`config.mk`:
```
export PLATFORM = sky130hd
export DESIGN_NAME = gps_rational_to_microdegrees_top
export DESIGN_NICKNAME = d
export VERILOG_FILES = /design/src/rtl/core/gpsr_pkg.sv /design/src/rtl/core/gpsr_front.sv /design/src/rtl/core/gpsr_back.sv /design/src/rtl/core/gps_rational_to_microdegrees_top.sv
export SDC_FILE = /design/constraint.sdc
export NUM_CORES = 2
export LEC_CHECK = 0
export BUFFER_PORTS_ARGS = -buffer_cell sky130_fd_sc_hd__buf_4
export CORE_MARGIN = 4
export CORE_UTILIZATION = 50
export DETAILED_ROUTE_END_ITERATION = 8
export GPL_TIMING_DRIVEN = 0
export PLACE_DENSITY = 0.66
export RECOVER_POWER = 50
export SYNTH_ARGS = -nofsm -noshare
export SYNTH_HDL_FRONTEND = slang
export SYNTH_HIERARCHICAL = 1
export SYNTH_SLANG_ARGS = --single-unit
```
`constraint.sdc`:
```
create_clock -name clk_i -period 25.7 [get_ports clk_i]
set_input_delay 1.285 -clock clk_i [delete_from_list [all_inputs] [get_ports clk_i]]
set_output_delay 1.285 -clock clk_i [all_outputs]
set_load 0.01 [all_outputs]
```
`src/rtl/core/gpsr_pkg.sv`:
```
// Shared types and constants for the GPS rational to microdegrees converter.
// No dependencies; every other file in rtl/core uses this package.
`default_nettype none
package gpsr_pkg;

  localparam int unsigned FracBits = 24;
  localparam int unsigned DvdBits  = 32 + FracBits;  // numerator shifted by the fraction bits
  localparam int unsigned DenBits  = 44;             // denominator times 3600 fits here
  localparam int unsigned QueueDepth = 2;

  localparam logic [11:0] MinFactor = 12'd60;
  localparam logic [11:0] SecFactor = 12'd3600;
  localparam logic [19:0] MicroScale = 20'd1000000;

  localparam logic [7:0] HemiSouth = 8'h53;
  localparam logic [7:0] HemiWest  = 8'h57;

  localparam logic [1:0] StatusOk   = 2'd0;
  localparam logic [1:0] StatusZero = 2'd1;
  localparam logic [1:0] StatusSat  = 2'd2;

  typedef struct packed {
    logic        coordinate_present;
    logic [31:0] degrees_numerator;
    logic [31:0] degrees_denominator;
    logic [31:0] minutes_numerator;
    logic [31:0] minutes_denominator;
    logic [31:0] seconds_numerator;
    logic [31:0] seconds_denominator;
    logic [7:0]  reference_letter;
  } in_item_t;

  typedef struct packed {
    logic signed [31:0] micro_degrees;
    logic [1:0]         status;
  } out_item_t;

  // Class of a queued item, decided in the front.
  typedef enum logic [1:0] {
    KIND_NORMAL = 2'd0,
    KIND_ABSENT = 2'd1,
    KIND_ZERO   = 2'd2
  } kind_e;

  typedef struct packed {
    kind_e       kind;
    logic        neg;
    logic [31:0] dn;
    logic [31:0] dd;
    logic [31:0] mn;
    logic [31:0] md;
    logic [31:0] sn;
    logic [31:0] sd;
  } entry_t;

endpackage
`default_nettype wire

```
`src/rtl/core/gpsr_front.sv`:
```
// Front part: classifies each accepted item and holds it in a short queue.
// Depends on gpsr_pkg.
`default_nettype none
module gpsr_front (
  input  wire                 clk_i,
  input  wire                 rst_ni,
  input  wire                 push_i,
  input  gpsr_pkg::in_item_t  item_i,
  output logic                full_o,
  input  wire                 pop_i,
  output logic                valid_o,
  output gpsr_pkg::entry_t    head_o
);

  gpsr_pkg::entry_t entry;
  gpsr_pkg::entry_t mem_q [gpsr_pkg::QueueDepth];
  logic             wr_ptr_q, rd_ptr_q;
  logic [1:0]       count_q;

  // Classify the item: absent first, then any zero denominator.
  always_comb begin
    entry.dn   = item_i.degrees_numerator;
    entry.dd   = item_i.degrees_denominator;
    entry.mn   = item_i.minutes_numerator;
    entry.md   = item_i.minutes_denominator;
    entry.sn   = item_i.seconds_numerator;
    entry.sd   = item_i.seconds_denominator;
    entry.neg  = (item_i.reference_letter == gpsr_pkg::HemiSouth) ||
                 (item_i.reference_letter == gpsr_pkg::HemiWest);
    if (!item_i.coordinate_present) begin
      entry.kind = gpsr_pkg::KIND_ABSENT;
    end else if ((item_i.degrees_denominator == 32'd0) ||
                 (item_i.minutes_denominator == 32'd0) ||
                 (item_i.seconds_denominator == 32'd0)) begin
      entry.kind = gpsr_pkg::KIND_ZERO;
    end else begin
      entry.kind = gpsr_pkg::KIND_NORMAL;
    end
  end

  // Queue storage.
  always_ff @(posedge clk_i) begin
    if (push_i) begin
      mem_q[wr_ptr_q] <= entry;
    end
  end

  // Queue pointers and fill count.
  always_ff @(posedge clk_i or negedge rst_ni) begin
    if (!rst_ni) begin
      wr_ptr_q <= 1'b0;
      rd_ptr_q <= 1'b0;
      count_q  <= 2'd0;
    end else begin
      if (push_i) wr_ptr_q <= ~wr_ptr_q;
      if (pop_i)  rd_ptr_q <= ~rd_ptr_q;
      count_q <= count_q + {1'b0, push_i} - {1'b0, pop_i};
    end
  end

  assign full_o  = (count_q == 2'd2);
  assign valid_o = (count_q != 2'd0);
  assign head_o  = mem_q[rd_ptr_q];

endmodule
`default_nettype wire

```
`src/rtl/core/gpsr_back.sv`:
```
// Back part: three-lane restoring divider, scaling, rounding and saturation.
// Depends on gpsr_pkg.
`default_nettype none
module gpsr_back (
  input  wire                 clk_i,
  input  wire                 rst_ni,
  input  wire                 valid_i,
  input  gpsr_pkg::entry_t    head_i,
  output logic                pop_o,
  output logic                done_o,
  output gpsr_pkg::out_item_t result_o
);

  typedef enum logic [4:0] {
    S_IDLE = 5'b00001,
    S_DIV  = 5'b00010,
    S_SUM  = 5'b00100,
    S_MUL  = 5'b01000,
    S_FIN  = 5'b10000
  } state_e;

  localparam int unsigned RemBits = gpsr_pkg::DenBits;
  localparam int unsigned SumBits = gpsr_pkg::DvdBits + 2;

  state_e state_q, state_d;
  logic [5:0] cnt_q;
  logic       neg_q;
  logic [gpsr_pkg::DvdBits-1:0] dvd_q [3];
  logic [gpsr_pkg::DvdBits-1:0] quo_q [3];
  logic [RemBits-1:0]           rem_q [3];
  logic [gpsr_pkg::DenBits-1:0] den_q [3];
  logic [SumBits-1:0] sum_q;
  logic [53:0] whole_q;
  logic [43:0] part_q;
  logic        done_q;
  gpsr_pkg::out_item_t res_q;

  logic [RemBits:0] trial [3];
  logic             qbit  [3];
  logic [54:0] mag, mag_r;
  logic [23:0] frac;
  logic        rnd_up;

  // One quotient bit per lane per cycle.
  always_comb begin
    for (int i = 0; i < 3; i++) begin
      trial[i] = {rem_q[i], dvd_q[i][gpsr_pkg::DvdBits-1]};
      qbit[i]  = (trial[i] >= {1'b0, den_q[i]});
    end
  end

  // Scale, round half to even.
  always_comb begin
    mag    = {1'b0, whole_q} + {35'd0, part_q[43:24]};
    frac   = part_q[23:0];
    rnd_up = (frac > 24'h800000) || ((frac == 24'h800000) && mag[0]);
    mag_r  = mag + {54'd0, rnd_up};
  end

  assign pop_o = (state_q == S_IDLE) && valid_i;

  always_comb begin
    state_d = state_q;
    unique case (state_q)
      S_IDLE: if (valid_i && (head_i.kind == gpsr_pkg::KIND_NORMAL)) state_d = S_DIV;
      S_DIV:  if (cnt_q == 6'(gpsr_pkg::DvdBits - 1)) state_d = S_SUM;
      S_SUM:  state_d = S_MUL;
      S_MUL:  state_d = S_FIN;
      S_FIN:  state_d = S_IDLE;
      default: state_d = S_IDLE;
    endcase
  end

  // Control registers.
  always_ff @(posedge clk_i or negedge rst_ni) begin
    if (!rst_ni) begin
      state_q <= S_IDLE;
      cnt_q   <= 6'd0;
      done_q  <= 1'b0;
    end else begin
      state_q <= state_d;
      done_q  <= (pop_o && (head_i.kind != gpsr_pkg::KIND_NORMAL)) || (state_q == S_FIN);
      if (state_q == S_DIV) cnt_q <= cnt_q + 6'd1;
      else                  cnt_q <= 6'd0;
    end
  end

  // Datapath registers.
  always_ff @(posedge clk_i) begin
    if (pop_o) begin
      neg_q    <= head_i.neg;
      dvd_q[0] <= {head_i.dn, 24'd0};
      dvd_q[1] <= {head_i.mn, 24'd0};
      dvd_q[2] <= {head_i.sn, 24'd0};
      den_q[0] <= {12'd0, head_i.dd};
      den_q[1] <= 44'({12'd0, head_i.md} * {32'd0, gpsr_pkg::MinFactor});
      den_q[2] <= 44'({12'd0, head_i.sd} * {32'd0, gpsr_pkg::SecFactor});
      for (int i = 0; i < 3; i++) begin
        rem_q[i] <= '0;
        quo_q[i] <= '0;
      end
      res_q.micro_degrees <= '0;
      res_q.status <= (head_i.kind == gpsr_pkg::KIND_ZERO) ?
                      gpsr_pkg::StatusZero : gpsr_pkg::StatusOk;
    end
    if (state_q == S_DIV) begin
      for (int i = 0; i < 3; i++) begin
        rem_q[i] <= qbit[i] ? RemBits'(trial[i] - {1'b0, den_q[i]}) : RemBits'(trial[i]);
        quo_q[i] <= {quo_q[i][gpsr_pkg::DvdBits-2:0], qbit[i]};
        dvd_q[i] <= {dvd_q[i][gpsr_pkg::DvdBits-2:0], 1'b0};
      end
    end
    if (state_q == S_SUM) begin
      sum_q <= {2'd0, quo_q[0]} + {2'd0, quo_q[1]} + {2'd0, quo_q[2]};
    end
    if (state_q == S_MUL) begin
      whole_q <= 54'(sum_q[SumBits-1:24] * gpsr_pkg::MicroScale);
      part_q  <= 44'(sum_q[23:0] * gpsr_pkg::MicroScale);
    end
    if (state_q == S_FIN) begin
      if (neg_q && (mag_r > 55'h80000000)) begin
        res_q.micro_degrees <= 32'sh80000000;
        res_q.status        <= gpsr_pkg::StatusSat;
      end else if (!neg_q && (mag_r > 55'h7FFFFFFF)) begin
        res_q.micro_degrees <= 32'sh7FFFFFFF;
        res_q.status        <= gpsr_pkg::StatusSat;
      end else begin
        res_q.micro_degrees <= neg_q ? -$signed(mag_r[31:0]) : $signed(mag_r[31:0]);
        res_q.status        <= gpsr_pkg::StatusOk;
      end
    end
  end

  assign done_o   = done_q;
  assign result_o = res_q;

  // A result follows either a finish step or a pop of a special item.
  a_done_src: assert property (@(posedge clk_i) disable iff (!rst_ni)
    done_q |-> ($past(state_q) == S_FIN) || ($past(state_q) == S_IDLE))
    else $error("result without a finished item");
  // A zero denominator result is always zero.
  a_zero_val: assert property (@(posedge clk_i) disable iff (!rst_ni)
    (done_q && (res_q.status == gpsr_pkg::StatusZero)) |-> (res_q.micro_degrees == 32'sd0))
    else $error("zero denominator result not zero");
  // Saturation only gives an extreme value.
  a_sat_val: assert property (@(posedge clk_i) disable iff (!rst_ni)
    (done_q && (res_q.status == gpsr_pkg::StatusSat)) |->
      ((res_q.micro_degrees == 32'sh7FFFFFFF) || (res_q.micro_degrees == 32'sh80000000)))
    else $error("saturated result not at a limit");
  // Nothing leaves the queue while a division runs.
  a_no_pop: assert property (@(posedge clk_i) disable iff (!rst_ni)
    (state_q != S_IDLE) |-> !pop_o)
    else $error("pop while busy");

endmodule
`default_nettype wire

```
`src/rtl/core/gps_rational_to_microdegrees_top.sv`:
```
// Top level of the GPS rational to microdegrees converter: front queue and back unit.
// Depends on gpsr_pkg, gpsr_front and gpsr_back.
// An absent or zero-denominator item gives its result through the done register; a normal
// item goes through the 56-step restoring divider, then the sum, multiply and finish states.
// The back takes a new item only when idle; the two-entry queue takes items meanwhile.
// Reset is asynchronous and active low and empties the queue; results cannot be stalled.
`default_nettype none
module gps_rational_to_microdegrees_top (
  input  wire                 clk_i,
  input  wire                 rst_ni,
  input  wire                 start,
  output logic                busy,
  input  gpsr_pkg::in_item_t  item_i,
  output logic                done_o,
  output gpsr_pkg::out_item_t result_o
);

  logic             push, pop, full, valid;
  gpsr_pkg::entry_t head;

  assign push = start && !full;
  assign busy = full;

  gpsr_front u_front (
    .clk_i   (clk_i),
    .rst_ni  (rst_ni),
    .push_i  (push),
    .item_i  (item_i),
    .full_o  (full),
    .pop_i   (pop),
    .valid_o (valid),
    .head_o  (head)
  );

  gpsr_back u_back (
    .clk_i    (clk_i),
    .rst_ni   (rst_ni),
    .valid_i  (valid),
    .head_i   (head),
    .pop_o    (pop),
    .done_o   (done_o),
    .result_o (result_o)
  );

endmodule
`default_nettype wire
```
==> reports/qor.csv <==
metric;value;unit
final-setup-viol-count;0;
syn_to_final_growth;9.921;%
grt_usage;19.20;%
final_core_util;55.26;%
synth_nets;7377;
hold_buffers;0;
violations;capacitance limit, slew limit;
grt_pass1_wl;238.8;mm
overflow;0;
slew_headroom;-136.9;%
hold_path.class;reg -> reg;
whs_path_depth;1;
maxCapViolCount;16;
syn_avg_cell_area;11.91;um2
grt_pass1_vias;46532;
vias;45955;
drc;0;
clockRootBuffer;clkbuf_16;
cts.htree.levels;3;
postCtsSetupBuffers;0;
async_reset_ff_share;1.469;%
drt-total-wl;146.3;mm
hold_start;u_back/cnt_q[0];
yosysMostFrequentCell;edfxtp_1;
synthFlopType;edfxtp_1;
drive_gt1_share;8.018;%
status;complete, but fails checks;
worstSetupEndpointType;flop;
synth_area_leaders;edfxtp_1 44%, fa_1 11%, ha_1 11%;
ant_nets;0;
critPathKind;in -> reg;
gp_congestion;0.8902;
synth_cells;6136;
ctsResizeCount;0;
worst_slew_pin_slew;3.553;ns
synth.distinct_cells;99;
drt-wirelength-per-cell;17.16;um
ys_seq_elements;1089;
insertion_delay;0.77;ns
r2r_end;u_front/mem_q[1][34];
r2r_setup_slack;15.42;ns
synth_area;73100;um2
grt_max_degree;77;
fin_crit;10.42;ns
io_buffers;238;
cts.clk_slew.worst_paths;0.06;ns
r2r_start;u_front/count_q[1];
crit_fanout;63;
critPathArrivalTime;10.70;ns
synth_top_cell_by_area;edfxtp_1;
finalNonFillerCells;8527;
synth_commonest_cells;1,073 x edfxtp_1, 619 x ha_1, 576 x inv_1;
synth-edff-count;1073;
startpoint;start;
start_util;50.28;%
holdPathEnd;u_back/cnt_q[0];
finalHoldViolCount;0;
finalNetCount;7748;
post_dp_cell_area;77740;um2
ys_seq_area_share;44.63;%
numCtsBuffers;113;
via_per_inst;5.389;
die-area;152400;um2
cts_tree;done;
cp_data_required_time;25.99;ns
core;145400;um2
hpwlAfterDp;112.2;mm
max_freq;0.09601;GHz
die_x;390.4;um
finish.instance_area;80350;um2
slew_viol_final;576;
rsz0062_at_grt;no;
yosysWarningCount;6;
die_h;390.4;um
synth_top_area_share;44.08;%
io_pins;240;
tns;0;ns
dr.pass1.iters;8;
antenna_found_initial;26;
r2r_cells;6;
core.rowCount;140;
drt_iter0_markers;2570;
start_kind;input pin;
clock-sinks;1089;
placed_cells;8309;
clock_skew;0.08930;ns
timing.final.crit_share;40.53;%
clk_path_buf_depth;3;
==> routing by layer <==
| metal | vias to the layer above | GRT usage [%] | part of all wire (%) |
|---|---|---|---|
| met1 | 22184 | 25.12 | 45 |
| met4 | 28 | 5.923 | 2.8 |
| met2 | 803 | 32.35 | 47 |
| met5 | - | 0 | 0.13 |
| li1 | 22711 | - | - |
| met3 | 229 | 3.860 | 5.1 |
==> placed cells by master, fill, tap and decap left out, types with 53 or more instances in the layout <==
cell and instances:
clkbuf_4 65, a21o_1 118, a21oi_1 323, xor2_1 136, o21ai_0 112, clkbuf_16 113, xnor2_1 250, mux2_4 111
clkbuf_1 315, nand3_1 95, inv_1 575, edfxtp_1 1073, nor3_1 112, nand4_1 56, ha_1 619, mux2_2 53
nor4_1 53, fa_1 418, nand2_1 484, and2_1 191, nor2_1 418
==> critical path: stages <==
cell and delay (ns):
clkbuf_4 0.10, nor2b_1 0.26, and2_0 1.52, clkbuf_1 2.37, clkbuf_1 2.46, clkbuf_1 2.64
==> registers in the layout, summed over array words and instances, names as in the netlist, 2 cells and up <==
name	cells
u_back/whole_q	48
u_front/mem_q	390
u_front/count_q	2
u_back/part_q	38
u_back/sum_q	58
u_back/state_q	5
u_back/dvd_q	96
u_back/den_q	108
u_back/quo_q	168
u_back/cnt_q	6
u_back/rem_q	132
u_back/result_o	34
==> how the worst max path moves through the flow <==
| stage | endpoint | slack [ns] | depth (start not counted) |
|---|---|---|---|
| finish | u_front/mem_q[1][34] | 15.28 | 6 |
| global route | u_front/mem_q[1][34] | 14.42 | 6 |
| CTS | u_back/den_q[0][107] | 18.11 | 25 |
| detailed placement | u_back/den_q[0][107] | 18.13 | 25 |
| global placement | u_back/quo_q[0][55] | 9.34 | 5 |
| floorplan | u_front/mem_q[0][0] | 14.92 | 2 |
==> area by class of cell <==
cell class / count / area (um2)
Antenna cell: 12 / 30.03
Buffer: 143 / 643.1
Clock buffer: 140 / 2929
Clock inverter: 66 / 681.9
Fill cell: 12371 / 65040
Inverter: 576 / 2163
Multi-Input combinational cell: 4328 / 37480
Sequential cell: 1089 / 32620
Tap cell: 1917 / 2399
Timing Repair Buffer: 256 / 1398
==> stage by stage <==
step	hold WS, ns	worst slack (ns)
6_report	0.4656	15.28
5_1_grt	0.4911	14.42
4_1_cts	0.3419	18.11
3_5_place_dp	0.4614	18.13
3_3_place_gp	0.4447	9.337
2_1_floorplan	0.4329	14.92
==> cells by family after synthesis <==
family / synth area share, %
buf+inv: 3.944
flops: 44.63
mux: 4.317
compound gates: 9.076
simple gates: 11.36
fa+ha+maj: 22.04
xor+xnor: 4.625
Power is not shown: default switching activity piles up to over one toggle a cycle in this logic, so the estimate is an artifact.
